`src/sv/dfs_code_builder_macros.svh`:
```
// ----------------------------------------------------------------------------
// dfs_code_builder_macros: assertion shorthands
// Concurrent checks clocked on clk and disabled while rst_n is low.
// ----------------------------------------------------------------------------
`ifndef DFS_CODE_BUILDER_MACROS_SVH
`define DFS_CODE_BUILDER_MACROS_SVH

// consequent checked in the same cycle
`define DCB_ASSERT_SAME(label, ante, cons, msg) \
  label: assert property (@(posedge clk) disable iff (!rst_n) (ante) |-> (cons)) \
    else $error(msg);

// consequent checked in the next cycle
`define DCB_ASSERT_NEXT(label, ante, cons, msg) \
  label: assert property (@(posedge clk) disable iff (!rst_n) (ante) |=> (cons)) \
    else $error(msg);

`endif

```
`src/sv/dcb_pkg.sv`:
```
// ----------------------------------------------------------------------------
// dcb_pkg: shared types and constants of the DFS code builder
// Store sizes, derived widths, command and status codes, queue word.
// ----------------------------------------------------------------------------
package dcb_pkg;

  localparam int MAX_EDGES    = 32;
  localparam int MAX_VERTICES = 32;
  localparam int RESULT_LIMIT = 32;
  localparam int CMDQ_DEPTH   = 2;

  localparam int EIDX_W   = $clog2(MAX_EDGES);
  localparam int VIDX_W   = $clog2(MAX_VERTICES);
  localparam int ECNT_W   = $clog2(MAX_EDGES + 1);
  localparam int VCNT_W   = $clog2(MAX_VERTICES + 1);
  localparam int SCAN_W   = (ECNT_W > VCNT_W) ? ECNT_W : VCNT_W;
  localparam int IDX_W    = (EIDX_W > VIDX_W) ? EIDX_W : VIDX_W;
  localparam int K_W      = $clog2(RESULT_LIMIT + 1);
  localparam int CQ_PTR_W = $clog2(CMDQ_DEPTH);
  localparam int CQ_CNT_W = $clog2(CMDQ_DEPTH + 1);
  localparam int ETOT_W   = 6;

  typedef logic [1:0]        cmd_code_t;
  typedef logic [15:0]       vid_t;
  typedef logic [7:0]        label_t;
  typedef logic [2:0]        status_t;
  typedef logic [ETOT_W-1:0] etot_t;

  localparam cmd_code_t CMD_ADD    = 2'd0;
  localparam cmd_code_t CMD_REMOVE = 2'd1;
  localparam cmd_code_t CMD_QUERY  = 2'd2;
  localparam cmd_code_t CMD_CLEAR  = 2'd3;

  localparam status_t ST_DONE      = 3'd0;
  localparam status_t ST_UNREACHED = 3'd1;
  localparam status_t ST_DUPLICATE = 3'd2;
  localparam status_t ST_FULL      = 3'd3;
  localparam status_t ST_PATH      = 3'd4;
  localparam status_t ST_EMPTY     = 3'd5;

  typedef enum logic [1:0] {OP_ADD, OP_REMOVE, OP_QUERY, OP_CLEAR} op_t;

  typedef struct packed {
    op_t    op;
    vid_t   src_vid;
    label_t src_lbl;
    vid_t   tgt_vid;
    label_t tgt_lbl;
  } cmd_t;

  // head of the command queue as seen by the back end
  typedef struct packed {
    logic vld;
    cmd_t cmd;
  } cmdq_word_t;

  typedef struct packed {
    logic [VIDX_W-1:0] src_idx;
    label_t            src_lbl;
    logic [VIDX_W-1:0] tgt_idx;
    label_t            tgt_lbl;
    logic              fwd;
  } edge_t;

endpackage

```
`src/sv/dcb_front.sv`:
```
// ----------------------------------------------------------------------------
// dcb_front: command intake
// Accepts input words, decodes the command and holds them in a short queue.
// ----------------------------------------------------------------------------
module dcb_front (
  input  logic                   clk,
  input  logic                   rst_n,
  input  logic                   in_valid,
  output logic                   in_stall,
  input  dcb_pkg::cmd_code_t     in_command,
  input  dcb_pkg::vid_t          in_source_vertex,
  input  dcb_pkg::label_t        in_source_label,
  input  dcb_pkg::vid_t          in_target_vertex,
  input  dcb_pkg::label_t        in_target_label,
  output dcb_pkg::cmdq_word_t    q_head,
  input  logic                   q_pop
);
  import dcb_pkg::*;

  cmd_t                q_mem [CMDQ_DEPTH];
  logic [CQ_PTR_W-1:0] wr_ptr_r, wr_ptr_nxt;
  logic [CQ_PTR_W-1:0] rd_ptr_r, rd_ptr_nxt;
  logic [CQ_CNT_W-1:0] cnt_r, cnt_nxt;
  logic                push;
  op_t                 op_dec;
  cmd_t                word_in;

  always_comb begin
    case (in_command)
      CMD_ADD:    op_dec = OP_ADD;
      CMD_REMOVE: op_dec = OP_REMOVE;
      CMD_QUERY:  op_dec = OP_QUERY;
      CMD_CLEAR:  op_dec = OP_CLEAR;
      default:    op_dec = OP_CLEAR;
    endcase
  end

  assign word_in = '{op: op_dec, src_vid: in_source_vertex, src_lbl: in_source_label,
                     tgt_vid: in_target_vertex, tgt_lbl: in_target_label};

  assign in_stall = (cnt_r == CQ_CNT_W'(CMDQ_DEPTH));
  assign push     = in_valid && !in_stall;

  always_comb begin
    wr_ptr_nxt = wr_ptr_r;
    rd_ptr_nxt = rd_ptr_r;
    cnt_nxt    = cnt_r;
    if (push) begin
      wr_ptr_nxt = (wr_ptr_r == CQ_PTR_W'(CMDQ_DEPTH - 1)) ? '0 : wr_ptr_r + CQ_PTR_W'(1);
    end
    if (q_pop) begin
      rd_ptr_nxt = (rd_ptr_r == CQ_PTR_W'(CMDQ_DEPTH - 1)) ? '0 : rd_ptr_r + CQ_PTR_W'(1);
    end
    case ({push, q_pop})
      2'b10:   cnt_nxt = cnt_r + CQ_CNT_W'(1);
      2'b01:   cnt_nxt = cnt_r - CQ_CNT_W'(1);
      default: cnt_nxt = cnt_r;
    endcase
  end

  always_ff @(posedge clk) begin
    if (!rst_n) begin
      wr_ptr_r <= '0;
      rd_ptr_r <= '0;
      cnt_r    <= '0;
    end else begin
      wr_ptr_r <= wr_ptr_nxt;
      rd_ptr_r <= rd_ptr_nxt;
      cnt_r    <= cnt_nxt;
    end
  end

  always_ff @(posedge clk) begin
    if (push) begin
      q_mem[wr_ptr_r] <= word_in;
    end
  end

  assign q_head.vld = (cnt_r != '0);
  assign q_head.cmd = q_mem[rd_ptr_r];

endmodule

```
`src/sv/dcb_back.sv`:
```
// ----------------------------------------------------------------------------
// dcb_back: DFS code engine
// Sequencer over the edge store and vertex map; scans one entry per cycle
// and drives the registered result port.
// ----------------------------------------------------------------------------
module dcb_back (
  input  logic                clk,
  input  logic                rst_n,
  input  dcb_pkg::cmdq_word_t q_head,
  output logic                q_pop,
  output logic                out_valid,
  input  logic                out_stall,
  output dcb_pkg::status_t    out_status,
  output dcb_pkg::vid_t       out_vertex_id,
  output dcb_pkg::etot_t      out_edge_total,
  output logic                out_last
);
  import dcb_pkg::*;

  localparam logic [3:0] S_IDLE    = 4'd0;
  localparam logic [3:0] S_LOOK    = 4'd1;
  localparam logic [3:0] S_ADD_DEC = 4'd2;
  localparam logic [3:0] S_DUP     = 4'd3;
  localparam logic [3:0] S_ADD_CAP = 4'd4;
  localparam logic [3:0] S_ADD_T   = 4'd5;
  localparam logic [3:0] S_ADD_E   = 4'd6;
  localparam logic [3:0] S_RM_RD   = 4'd7;
  localparam logic [3:0] S_RM      = 4'd8;
  localparam logic [3:0] S_QF      = 4'd9;
  localparam logic [3:0] S_MAP     = 4'd10;
  localparam logic [3:0] S_PUT     = 4'd11;
  localparam logic [3:0] S_WALK    = 4'd12;
  localparam logic [3:0] S_FLUSH   = 4'd13;
  localparam logic [3:0] S_EMIT    = 4'd14;

  // stores
  edge_t edge_mem [MAX_EDGES];
  vid_t  vmap     [MAX_VERTICES];
  edge_t edge_rdata_r;
  vid_t  vm_rdata_r;

  logic              edge_we;
  logic [EIDX_W-1:0] edge_waddr, edge_raddr;
  edge_t             edge_wdata;
  logic              vm_we;
  logic [VIDX_W-1:0] vm_waddr, vm_raddr;
  vid_t              vm_wdata;

  // control
  logic [3:0]        state_r, state_nxt;
  cmd_t              cmd_r, cmd_nxt;
  logic [ECNT_W-1:0] edge_cnt_r, edge_cnt_nxt;
  logic [VCNT_W-1:0] vert_cnt_r, vert_cnt_nxt;
  logic [SCAN_W-1:0] scan_i_r, scan_i_nxt;
  logic              chk_vld_r, chk_vld_nxt;
  logic [IDX_W-1:0]  chk_idx_r, chk_idx_nxt;
  logic              s_known_r, s_known_nxt;
  logic              t_known_r, t_known_nxt;
  logic [VIDX_W-1:0] s_idx_r, s_idx_nxt;
  logic [VIDX_W-1:0] t_idx_r, t_idx_nxt;
  status_t           res_status_r, res_status_nxt;
  logic [VIDX_W-1:0] cur_r, cur_nxt;
  logic [VIDX_W-1:0] q_tgt_r, q_tgt_nxt;
  logic              q_tgt_pend_r, q_tgt_pend_nxt;
  logic [VIDX_W-1:0] map_idx_r, map_idx_nxt;
  logic [K_W-1:0]    k_r, k_nxt;
  logic              pnd_vld_r, pnd_vld_nxt;
  vid_t              pnd_id_r, pnd_id_nxt;

  // result register
  logic              out_vld_r, out_vld_nxt;
  status_t           out_status_r;
  vid_t              out_id_r;
  etot_t             out_etot_r;
  logic              out_last_r;

  logic              can_load;
  logic              load;
  status_t           ld_status;
  vid_t              ld_id;
  logic              ld_last;

  logic [SCAN_W-1:0] scan_dec;
  logic [ECNT_W-1:0] rm_addr;
  logic [1:0]        need;
  logic [VCNT_W:0]   vert_sum;

  assign can_load = !out_vld_r || !out_stall;
  assign scan_dec = scan_i_r - SCAN_W'(1);
  assign rm_addr  = edge_cnt_r - ECNT_W'(1);
  assign need     = {1'b0, !s_known_r} + {1'b0, !t_known_r};
  assign vert_sum = (VCNT_W + 1)'(vert_cnt_r) + (VCNT_W + 1)'(need);

  always_comb begin
    state_nxt      = state_r;
    cmd_nxt        = cmd_r;
    edge_cnt_nxt   = edge_cnt_r;
    vert_cnt_nxt   = vert_cnt_r;
    scan_i_nxt     = scan_i_r;
    chk_vld_nxt    = chk_vld_r;
    chk_idx_nxt    = chk_idx_r;
    s_known_nxt    = s_known_r;
    t_known_nxt    = t_known_r;
    s_idx_nxt      = s_idx_r;
    t_idx_nxt      = t_idx_r;
    res_status_nxt = res_status_r;
    cur_nxt        = cur_r;
    q_tgt_nxt      = q_tgt_r;
    q_tgt_pend_nxt = q_tgt_pend_r;
    map_idx_nxt    = map_idx_r;
    k_nxt          = k_r;
    pnd_vld_nxt    = pnd_vld_r;
    pnd_id_nxt     = pnd_id_r;
    q_pop          = 1'b0;
    edge_we        = 1'b0;
    edge_waddr     = edge_cnt_r[EIDX_W-1:0];
    edge_wdata     = '{src_idx: s_idx_r, src_lbl: cmd_r.src_lbl, tgt_idx: t_idx_r,
                       tgt_lbl: cmd_r.tgt_lbl, fwd: !(s_known_r && t_known_r)};
    edge_raddr     = scan_i_r[EIDX_W-1:0];
    vm_we          = 1'b0;
    vm_waddr       = vert_cnt_r[VIDX_W-1:0];
    vm_wdata       = cmd_r.src_vid;
    vm_raddr       = map_idx_r;
    load           = 1'b0;
    ld_status      = res_status_r;
    ld_id          = '0;
    ld_last        = 1'b1;

    case (state_r)
      S_IDLE: begin
        if (q_head.vld) begin
          q_pop       = 1'b1;
          cmd_nxt     = q_head.cmd;
          scan_i_nxt  = '0;
          chk_vld_nxt = 1'b0;
          s_known_nxt = 1'b0;
          t_known_nxt = 1'b0;
          k_nxt       = '0;
          case (q_head.cmd.op)
            OP_ADD: begin
              state_nxt = S_LOOK;
            end
            OP_REMOVE: begin
              if (edge_cnt_r <= ECNT_W'(1)) begin
                edge_cnt_nxt   = '0;
                vert_cnt_nxt   = '0;
                res_status_nxt = ST_DONE;
                state_nxt      = S_EMIT;
              end else begin
                state_nxt = S_RM_RD;
              end
            end
            OP_QUERY: begin
              if (edge_cnt_r == '0) begin
                res_status_nxt = ST_EMPTY;
                state_nxt      = S_EMIT;
              end else begin
                scan_i_nxt = SCAN_W'(edge_cnt_r);
                state_nxt  = S_QF;
              end
            end
            default: begin
              edge_cnt_nxt   = '0;
              vert_cnt_nxt   = '0;
              res_status_nxt = ST_DONE;
              state_nxt      = S_EMIT;
            end
          endcase
        end
      end

      // both ids looked up in one pass, first match wins
      S_LOOK: begin
        if (chk_vld_r) begin
          if (!s_known_r && vm_rdata_r == cmd_r.src_vid) begin
            s_known_nxt = 1'b1;
            s_idx_nxt   = chk_idx_r[VIDX_W-1:0];
          end
          if (!t_known_r && vm_rdata_r == cmd_r.tgt_vid) begin
            t_known_nxt = 1'b1;
            t_idx_nxt   = chk_idx_r[VIDX_W-1:0];
          end
        end
        if (scan_i_r < SCAN_W'(vert_cnt_r)) begin
          vm_raddr    = scan_i_r[VIDX_W-1:0];
          scan_i_nxt  = scan_i_r + SCAN_W'(1);
          chk_vld_nxt = 1'b1;
          chk_idx_nxt = scan_i_r[IDX_W-1:0];
        end else begin
          chk_vld_nxt = 1'b0;
          if (!chk_vld_r) begin
            state_nxt = S_ADD_DEC;
          end
        end
      end

      S_ADD_DEC: begin
        if (!s_known_r && t_known_r) begin
          res_status_nxt = ST_UNREACHED;
          state_nxt      = S_EMIT;
        end else if (s_known_r && t_known_r) begin
          scan_i_nxt  = '0;
          chk_vld_nxt = 1'b0;
          state_nxt   = S_DUP;
        end else begin
          state_nxt = S_ADD_CAP;
        end
      end

      S_DUP: begin
        if (chk_vld_r &&
            ((edge_rdata_r.src_idx == s_idx_r && edge_rdata_r.tgt_idx == t_idx_r) ||
             (edge_rdata_r.src_idx == t_idx_r && edge_rdata_r.tgt_idx == s_idx_r))) begin
          chk_vld_nxt    = 1'b0;
          res_status_nxt = ST_DUPLICATE;
          state_nxt      = S_EMIT;
        end else if (scan_i_r < SCAN_W'(edge_cnt_r)) begin
          edge_raddr  = scan_i_r[EIDX_W-1:0];
          scan_i_nxt  = scan_i_r + SCAN_W'(1);
          chk_vld_nxt = 1'b1;
          chk_idx_nxt = scan_i_r[IDX_W-1:0];
        end else begin
          chk_vld_nxt = 1'b0;
          if (!chk_vld_r) begin
            state_nxt = S_ADD_CAP;
          end
        end
      end

      S_ADD_CAP: begin
        if (edge_cnt_r >= ECNT_W'(MAX_EDGES) ||
            vert_sum > (VCNT_W + 1)'(MAX_VERTICES)) begin
          res_status_nxt = ST_FULL;
          state_nxt      = S_EMIT;
        end else begin
          if (!s_known_r) begin
            vm_we        = 1'b1;
            vm_wdata     = cmd_r.src_vid;
            s_idx_nxt    = vert_cnt_r[VIDX_W-1:0];
            vert_cnt_nxt = vert_cnt_r + VCNT_W'(1);
          end
          state_nxt = S_ADD_T;
        end
      end

      S_ADD_T: begin
        if (!t_known_r) begin
          vm_we        = 1'b1;
          vm_wdata     = cmd_r.tgt_vid;
          t_idx_nxt    = vert_cnt_r[VIDX_W-1:0];
          vert_cnt_nxt = vert_cnt_r + VCNT_W'(1);
        end
        state_nxt = S_ADD_E;
      end

      S_ADD_E: begin
        edge_we        = 1'b1;
        edge_cnt_nxt   = edge_cnt_r + ECNT_W'(1);
        res_status_nxt = ST_DONE;
        state_nxt      = S_EMIT;
      end

      S_RM_RD: begin
        edge_raddr = rm_addr[EIDX_W-1:0];
        state_nxt  = S_RM;
      end

      // a forward edge drops only the newest map entry
      S_RM: begin
        if (edge_rdata_r.fwd && vert_cnt_r != '0) begin
          vert_cnt_nxt = vert_cnt_r - VCNT_W'(1);
        end
        edge_cnt_nxt   = rm_addr;
        res_status_nxt = ST_DONE;
        state_nxt      = S_EMIT;
      end

      // backward scan for the last forward edge
      S_QF: begin
        if (chk_vld_r && edge_rdata_r.fwd) begin
          cur_nxt        = edge_rdata_r.src_idx;
          map_idx_nxt    = edge_rdata_r.src_idx;
          q_tgt_nxt      = edge_rdata_r.tgt_idx;
          q_tgt_pend_nxt = 1'b1;
          scan_i_nxt     = SCAN_W'(chk_idx_r) + SCAN_W'(1);
          chk_vld_nxt    = 1'b0;
          state_nxt      = S_MAP;
        end else if (scan_i_r != '0) begin
          edge_raddr  = scan_dec[EIDX_W-1:0];
          scan_i_nxt  = scan_dec;
          chk_vld_nxt = 1'b1;
          chk_idx_nxt = scan_dec[IDX_W-1:0];
        end else begin
          chk_vld_nxt = 1'b0;
          if (!chk_vld_r) begin
            res_status_nxt = ST_EMPTY;
            state_nxt      = S_EMIT;
          end
        end
      end

      S_MAP: begin
        state_nxt = S_PUT;
      end

      // one path word is held back so the final one can carry last
      S_PUT: begin
        if (!pnd_vld_r || can_load) begin
          if (pnd_vld_r) begin
            load      = 1'b1;
            ld_status = ST_PATH;
            ld_id     = pnd_id_r;
            ld_last   = 1'b0;
          end
          pnd_id_nxt  = vm_rdata_r;
          pnd_vld_nxt = 1'b1;
          k_nxt       = k_r + K_W'(1);
          if (q_tgt_pend_r) begin
            q_tgt_pend_nxt = 1'b0;
            map_idx_nxt    = q_tgt_r;
            state_nxt      = S_MAP;
          end else begin
            state_nxt = S_WALK;
          end
        end
      end

      S_WALK: begin
        if (k_r >= K_W'(RESULT_LIMIT)) begin
          chk_vld_nxt = 1'b0;
          state_nxt   = S_FLUSH;
        end else if (chk_vld_r && edge_rdata_r.fwd && edge_rdata_r.tgt_idx == cur_r) begin
          cur_nxt     = edge_rdata_r.src_idx;
          map_idx_nxt = edge_rdata_r.src_idx;
          scan_i_nxt  = SCAN_W'(chk_idx_r);
          chk_vld_nxt = 1'b0;
          state_nxt   = S_MAP;
        end else if (scan_i_r != '0) begin
          edge_raddr  = scan_dec[EIDX_W-1:0];
          scan_i_nxt  = scan_dec;
          chk_vld_nxt = 1'b1;
          chk_idx_nxt = scan_dec[IDX_W-1:0];
        end else begin
          chk_vld_nxt = 1'b0;
          if (!chk_vld_r) begin
            state_nxt = S_FLUSH;
          end
        end
      end

      S_FLUSH: begin
        if (can_load) begin
          load        = 1'b1;
          ld_status   = ST_PATH;
          ld_id       = pnd_id_r;
          ld_last     = 1'b1;
          pnd_vld_nxt = 1'b0;
          state_nxt   = S_IDLE;
        end
      end

      S_EMIT: begin
        if (can_load) begin
          load      = 1'b1;
          state_nxt = S_IDLE;
        end
      end

      default: begin
        state_nxt = S_IDLE;
      end
    endcase
  end

  assign out_vld_nxt = load ? 1'b1 : (out_stall ? out_vld_r : 1'b0);

  always_ff @(posedge clk) begin
    if (!rst_n) begin
      state_r    <= S_IDLE;
      edge_cnt_r <= '0;
      vert_cnt_r <= '0;
      chk_vld_r  <= 1'b0;
      pnd_vld_r  <= 1'b0;
      out_vld_r  <= 1'b0;
    end else begin
      state_r    <= state_nxt;
      edge_cnt_r <= edge_cnt_nxt;
      vert_cnt_r <= vert_cnt_nxt;
      chk_vld_r  <= chk_vld_nxt;
      pnd_vld_r  <= pnd_vld_nxt;
      out_vld_r  <= out_vld_nxt;
    end
  end

  always_ff @(posedge clk) begin
    cmd_r        <= cmd_nxt;
    scan_i_r     <= scan_i_nxt;
    chk_idx_r    <= chk_idx_nxt;
    s_known_r    <= s_known_nxt;
    t_known_r    <= t_known_nxt;
    s_idx_r      <= s_idx_nxt;
    t_idx_r      <= t_idx_nxt;
    res_status_r <= res_status_nxt;
    cur_r        <= cur_nxt;
    q_tgt_r      <= q_tgt_nxt;
    q_tgt_pend_r <= q_tgt_pend_nxt;
    map_idx_r    <= map_idx_nxt;
    k_r          <= k_nxt;
    pnd_id_r     <= pnd_id_nxt;
    if (load) begin
      out_status_r <= ld_status;
      out_id_r     <= ld_id;
      out_etot_r   <= ETOT_W'(edge_cnt_r);
      out_last_r   <= ld_last;
    end
  end

  always_ff @(posedge clk) begin
    if (edge_we) begin
      edge_mem[edge_waddr] <= edge_wdata;
    end
    edge_rdata_r <= edge_mem[edge_raddr];
  end

  always_ff @(posedge clk) begin
    if (vm_we) begin
      vmap[vm_waddr] <= vm_wdata;
    end
    vm_rdata_r <= vmap[vm_raddr];
  end

  assign out_valid      = out_vld_r;
  assign out_status     = out_status_r;
  assign out_vertex_id  = out_id_r;
  assign out_edge_total = out_etot_r;
  assign out_last       = out_last_r;

endmodule

```
`src/sv/dfs_code_builder.sv`:
```
// ----------------------------------------------------------------------------
// dfs_code_builder: graph-mining DFS code store (V map, E edge entries in use)
// Add scans the map, and edges if both ends are known; scans read one entry a cycle.
// Query scans edges backward, reads the map per path word. One command at a time.
// Sync active-low reset empties the 2-word queue and both counts; RAMs keep old data.
// ----------------------------------------------------------------------------
module dfs_code_builder (
  input  logic               clk,
  input  logic               rst_n,
  input  logic               in_valid,
  output logic               in_stall,
  input  dcb_pkg::cmd_code_t in_command,
  input  dcb_pkg::vid_t      in_source_vertex,
  input  dcb_pkg::label_t    in_source_label,
  input  dcb_pkg::vid_t      in_target_vertex,
  input  dcb_pkg::label_t    in_target_label,
  output logic               out_valid,
  input  logic               out_stall,
  output dcb_pkg::status_t   out_status,
  output dcb_pkg::vid_t      out_vertex_id,
  output dcb_pkg::etot_t     out_edge_total,
  output logic               out_last
);
  import dcb_pkg::*;

  `include "dfs_code_builder_macros.svh"

  cmdq_word_t q_head;
  logic       q_pop;

  dcb_front u_front (
    .clk              (clk),
    .rst_n            (rst_n),
    .in_valid         (in_valid),
    .in_stall         (in_stall),
    .in_command       (in_command),
    .in_source_vertex (in_source_vertex),
    .in_source_label  (in_source_label),
    .in_target_vertex (in_target_vertex),
    .in_target_label  (in_target_label),
    .q_head           (q_head),
    .q_pop            (q_pop)
  );

  dcb_back u_back (
    .clk            (clk),
    .rst_n          (rst_n),
    .q_head         (q_head),
    .q_pop          (q_pop),
    .out_valid      (out_valid),
    .out_stall      (out_stall),
    .out_status     (out_status),
    .out_vertex_id  (out_vertex_id),
    .out_edge_total (out_edge_total),
    .out_last       (out_last)
  );

  `DCB_ASSERT_SAME(a_pop_needs_word, q_pop, q_head.vld, "pop from empty command queue")
  `DCB_ASSERT_NEXT(a_accept_queued, in_valid && !in_stall, q_head.vld, "accepted word lost")
  `DCB_ASSERT_SAME(a_single_word, out_valid && (out_status != ST_PATH),
                   out_last && (out_vertex_id == '0), "bad non-path word")

endmodule

```
`config.mk`:
```
export PLATFORM = sky130hd
export DESIGN_NAME = dfs_code_builder
export DESIGN_NICKNAME = d
export VERILOG_FILES = /design/src/sv/dcb_pkg.sv /design/src/sv/dcb_front.sv /design/src/sv/dcb_back.sv /design/src/sv/dfs_code_builder.sv
export VERILOG_INCLUDE_DIRS = /design/src /design/src/sv
export SDC_FILE = /design/constraint.sdc
export NUM_CORES = 2
export LEC_CHECK = 0
export BUFFER_PORTS_ARGS = -buffer_cell sky130_fd_sc_hd__buf_2
export CAP_MARGIN = 40
export CORE_UTILIZATION = 60
export DETAILED_ROUTE_END_ITERATION = 10
export PLACE_DENSITY_LB_ADDON = 0.12
export SLEW_MARGIN = 25
export SYNTH_ARGS = -nofsm -noshare
export SYNTH_HDL_FRONTEND = slang
export SYNTH_HIERARCHICAL = 1
export SYNTH_SLANG_ARGS = --single-unit
```
`constraint.sdc`:
```
create_clock -name clk -period 4.3 [get_ports clk]
set_clock_uncertainty 0.2 [all_clocks]
set_input_delay 0.43 -clock clk [delete_from_list [all_inputs] [get_ports clk]]
set_output_delay 0.43 -clock clk [all_outputs]
set_load 0.02 [all_outputs]
```
# Word-level counts from Yosys, hierarchy flattened
# Memories as Yosys holds them, arrays and structs flattened. A register that Yosys moved wholly into a read port is not among the register bits.
# Cells that the tools add are included.
# totals
ramBits	1476
mem_count	3
word_cells	336
input_bits	54
out_inout_bits	28
register_bits	161
# mem_list
name	words	width	rd	rd_ports_with_merged_regs	write_ports	line	text
u_back.edge_mem	32	27	1	1	1	dcb_back.sv:37	edge_t edge_mem [MAX_EDGES];
u_back.vmap	32	16	1	1	1	dcb_back.sv:38	vid_t vmap [MAX_VERTICES];
u_front.q_mem	2	50	1	1	1	dcb_front.sv:20	cmd_t q_mem [CMDQ_DEPTH];
# classes
muxes	149
n_lt_le_gt_ge	6
reduce_logical	65
n_eq_ne	69
addsub	14
# op_table
cell	count
5-bit two-way mux	25
6-bit two-way mux	20
16-bit two-way mux	5
4-bit two-way mux	18
4-bit case mux with 13 select lines	1
3-bit two-way mux	15
1-bit two-way mux	40
6-bit case mux with 6 select lines	1
2-bit by 1-bit != test with 1-bit output (second input constant)	17
16-bit == test	2
16-bit case mux with 2 select lines	1
2-bit != test (second input constant)	15
5-bit case mux with 2 select lines	3
5-bit case mux with 3 select lines	2
4-bit == test (second input constant)	7
5-bit == test	5
6-bit by 1-bit adder with 6-bit output (second input constant)	4
6-bit case mux with 2 select lines	2
6-bit case mux with 4 select lines	1
4-bit AND reduction	6
6-bit nonzero test	4
11-bit AND reduction	2
5-bit case mux with 4 select lines	1
3-bit case mux with 6 select lines	1
43 further kinds	105

# Longest topological paths before layout
# depth
ltp_word	9
ltp_mapped	16
ltp_nobuf	13

# Cells and area by module
# The synthesis kept the hierarchy.
# modules_own_cells
module	cells_per_inst	area_each_um2	instances	seq_area_each_um2
dcb_back	3205	42574.6	1	30529.3
dcb_front	183	3833.7	1	3103.0

# Worst setup path after synthesis
# No wires, ideal clock.
# synth_timing
path_type	register to register
startpoint	register u_back.t_known_r
endpoint	memory u_back/vmap[29][0] in the netlist's numbering, enable pin
arrival_ns	3.186
path_buffers	1
period_less_slack_ns	3.775
required_ns	3.712
path_stages_with_launch	14
setup_ns	0.388
slack_ns	0.525
cell_sequence	edfxtp_1 > clkbuf_1 > inv_1 > fa_1 > ha_1 > nor4_1 > a31oi_1 > o21ai_1 > nand3_1 > nor2_1 > nor2_1 > nor2_1 > nand3_1 > nor2_1
# synth_via
elab_chain_cells	9
elab_cells_between_ends	10
cone_classes	2 x add/sub; 1 x order compare; 5 x mux; 2 x reduce/logical
# synth_lines
element	line	text
from (decl)	dcb_back.sv:58	logic t_known_r, t_known_nxt;
from (signal assigned)	dcb_back.sv:400	t_known_r <= t_known_nxt;
1-bit zero test	dcb_back.sv:91	assign need = {1'b0, !s_known_r} + {1'b0, !t_known_r};
1-bit by 1-bit adder with 2-bit output	dcb_back.sv:91	
6-bit by 2-bit adder with 7-bit output	dcb_back.sv:92	assign vert_sum = (VCNT_W + 1)'(vert_cnt_r) + (VCNT_W + 1)'(need);
7-bit by 6-bit > comparator with 1-bit output	dcb_back.sv:232	vert_sum > (VCNT_W + 1)'(MAX_VERTICES)) begin
1-bit logical OR	dcb_back.sv:231	if (edge_cnt_r >= ECNT_W'(MAX_EDGES) ||
1-bit two-way mux	dcb_back.sv:231	
1-bit case mux with 2 select lines (*)	dcb_back.sv:129	case (state_r)
1-bit two-way mux (*)	dcb_back.sv:426	if (vm_we) begin
1-bit two-way mux (not written as such) (*)	dcb_back.sv:427	vmap[vm_waddr] <= vm_wdata;
to (decl)	dcb_back.sv:38	
# Every way passes the cells marked *; elsewhere a longest branch is shown, timed or not.

# Worst setup path after layout
# layout_timing
startpoint	register u_back.scan_i_r[1]
endpoint	register u_back.vm_rdata_r[7] (read register of u_back.vmap)
# layout_via
elab_chain_cells	3
# layout_lines
element	line	text
from (decl)	dcb_back.sv:54	logic [SCAN_W-1:0] scan_i_r, scan_i_nxt;
from (signal assigned)	dcb_back.sv:397	scan_i_r <= scan_i_nxt;
6-bit less-than comparator	dcb_back.sv:184	if (scan_i_r < SCAN_W'(vert_cnt_r)) begin
5-bit two-way mux (*)	dcb_back.sv:184	
5-bit two-way mux (*)	dcb_back.sv:129	
to (decl)	dcb_back.sv:40	vid_t vm_rdata_r;
# Marked as above.
# A chain may end at the register's enable or synchronous reset.

==> impl_metrics.ini <==
[sta]
tightest_slew_ps = 919.6
hold_viol = 0
finalMaxSlewViolations = 0
fin_crit_sh = 0.9752
fmax_mhz = 238.5
hold_slack_ps = 40.11
rsz0062_at_grt = yes
fin_ws_ps = 106.5
fin_crit_ps = 4194
slew_headroom = 0.3813
finalSetupViolCount = 0

[synth]
synth_nets = 3422
netlist_area_um2 = 45270
yosys_warnings = 6
synthCells = 3340
avgSynthCellArea_um2 = 13.55

[floorplan]
ios = 82
die_x_um = 276.7
start_util = 0.6070
rows = 100
die_y_um = 276.7
dieArea_um2 = 76550
core_area_um2 = 74570

[routing]
ant_nets = 0
wire_per_inst_um = 24.65
dr.first_iter.drc_count = 2999
drc = 0
vias = 28830
wirelength_um = 115100
drt_pass1_iterations = 8
vias_per_cell = 6.172

[clock_network]
cts.clk_slew.worst_paths_ps = 60
clock_sinks = 1105
cts_buffers = 108
cts_tree = done
clock_latency_ps = 670
post_cts_buffers = 0
cts_max_level = 3
cts_root_buffer = clkbuf_16
cts_resized = 0
cts.path.max_buffers = 3

[place]
routabilityCongestion = 0.9224
place_hpwl_um = 73780
preCtsSetupSlack_ps = 204.3
dp.cells = 4428
io_buffers = 65

[grt]
grt_pass1_vias = 28580
antenna_found_initial = 0
grt-ovfl-total = 0
grt_max_degree = 66
grt_pass1_wl_um = 172700
grt_usage = 0.3001

[worst_setup_path]
r2r-start = u_back/scan_i_r[1]
cp-start-kind = register
endpoint_kind = register
path_class = reg2reg
critical-path-slowest-cell = nor4_1
slowest_delay_ps = 820
crit_chain = ha_1, a21o_1, a21oi_1, o211ai_2, buf_4, nand2_1, o21a_2, buf_4, nand2_1, nand3_1, nand4_1, nor4_1
startpoint = u_back/scan_i_r[1]
cp.required_ps = 4590
crit_fanout = 41
worst_ep_arrival_time_ps = 4480

[pwr]
total_power_mw = 33.16
p_clk_frac = 0.278
p_sw_mw = 11.16
leakage_nw = 18.13
power_density_nw_per_um2 = 636.5
seqPwrFrac = 0.415
peakVddDrop_v = 0.0004395
power.internal_mw = 22.01
power_frac_comb = 0.307
swShare = 0.3364

[outcome]
status = finished clean

[finish]
nets = 3690
drive_above_1_share = 0.1551
diodes = 0
postLayoutCoreUtil = 0.6988
multiInputGateArea_um2 = 11660
area_growth_pct = 15.11
layout.cells.non_filler = 4671
nFillCells = 5025
regArea_um2 = 32670

[run]
cap_violations = 0

[min_path]
min-delay-start = rst_n
hold_path.class = in2reg
==> cell usage in the layout, fill, tap and decap left out, drive strengths merged, types with 58 or more instances in the layout <==
master / n
mux2i: 75
buf: 303
clkbuf: 145
edfxtp: 1054
nand3: 230
nand2: 771
xnor2: 58
a31oi: 73
nor2: 141
mux2: 70
==> layer usage <==
layer	up-vias	part of all wire	GRT usage
met5	-	0	0
met4	0	0.045	0.1358
met3	248	0.068	0.03316
met2	1232	0.50	0.5027
met1	14340	0.39	0.3992
li1	13010	-	-
==> stage by stage <==
stage / TNS [ps] / cell area (um2)
after floorplan: 0 / 45270
after global placement: 0 / 48160
after detailed placement: 0 / 48240
after CTS: 0 / 52080
after global routing: -5.016 / 52110
final: 0 / 52110
==> sequential cells by signal (all words and copies together), names as in the netlist, 5 cells and up, named ones only <==
register               flops
u_back/t_idx_r             5
u_back/edge_cnt_r          6
u_back/s_idx_r             5
u_back/map_idx_r           5
u_back/vmap              512
u_back/scan_i_r            6
u_front/q_mem             68
u_back/edge_mem          352
u_back/vm_rdata_r         16
u_back/cmd_r              32
u_back/edge_rdata_r       11
u_back/cur_r               5
u_back/k_r                 6
u_back/out_vertex_id      16
u_back/chk_idx_r           5
u_back/q_tgt_r             5
u_back/vert_cnt_r          6
u_back/pnd_id_r           16
u_back/out_edge_total      6
==> power by group through the flow <==
stage	registers (mW)	logic [mW]	clock network, mW
after floorplan	13.7	6.24	0
after global placement	13.9	9.77	0
after detailed placement	14.0	9.99	0
after CTS	13.8	10.1	9.33
after global routing	13.8	10.9	9.74
final	13.8	10.2	9.22
==> area by class of cell <==
type	count	share of cell area
clock buffer	144	0.05604
clock inverter	60	0.01076
inverter	36	0.002593
multi-input combinational	2016	0.2237
sequential	1105	0.6270
tap	969	0.02327
timing repair buffer	341	0.05664
==> repair_timing <==
| action | CTS | global route |
|---|---|---|
| endpoints found under the setup margin | 0 | 3 |
| endpoints found under the hold margin | 73 | 0 |
| hold buffers | 36 | 0 |
==> path summary, 6_finish.rpt <==
| kind | cells after the start | to | slack, ps |
|---|---|---|---|
| worst min register to register | 2 | u_front/wr_ptr_r | 300 |
| worst max register to register | 12 | u_back/vm_rdata_r[7] | 110 |
| worst min-delay path | 2 | u_back/edge_cnt_r[2] | 40 |
| worst max-delay path | 12 | u_back/vm_rdata_r[7] | 110 |
==> worst max-delay path, delay by kind of cell (launching register included) <==
kind                     cells  cell delay, ps
AND/OR/NAND/NOR              5            1400
buffers and inverters        2             670
flip-flops                   1             550
AO/OA/AOI/OAI                4             800
adder cells (fa/ha/maj)      1             330
No activity file was read; power rests on OpenSTA's default activity.
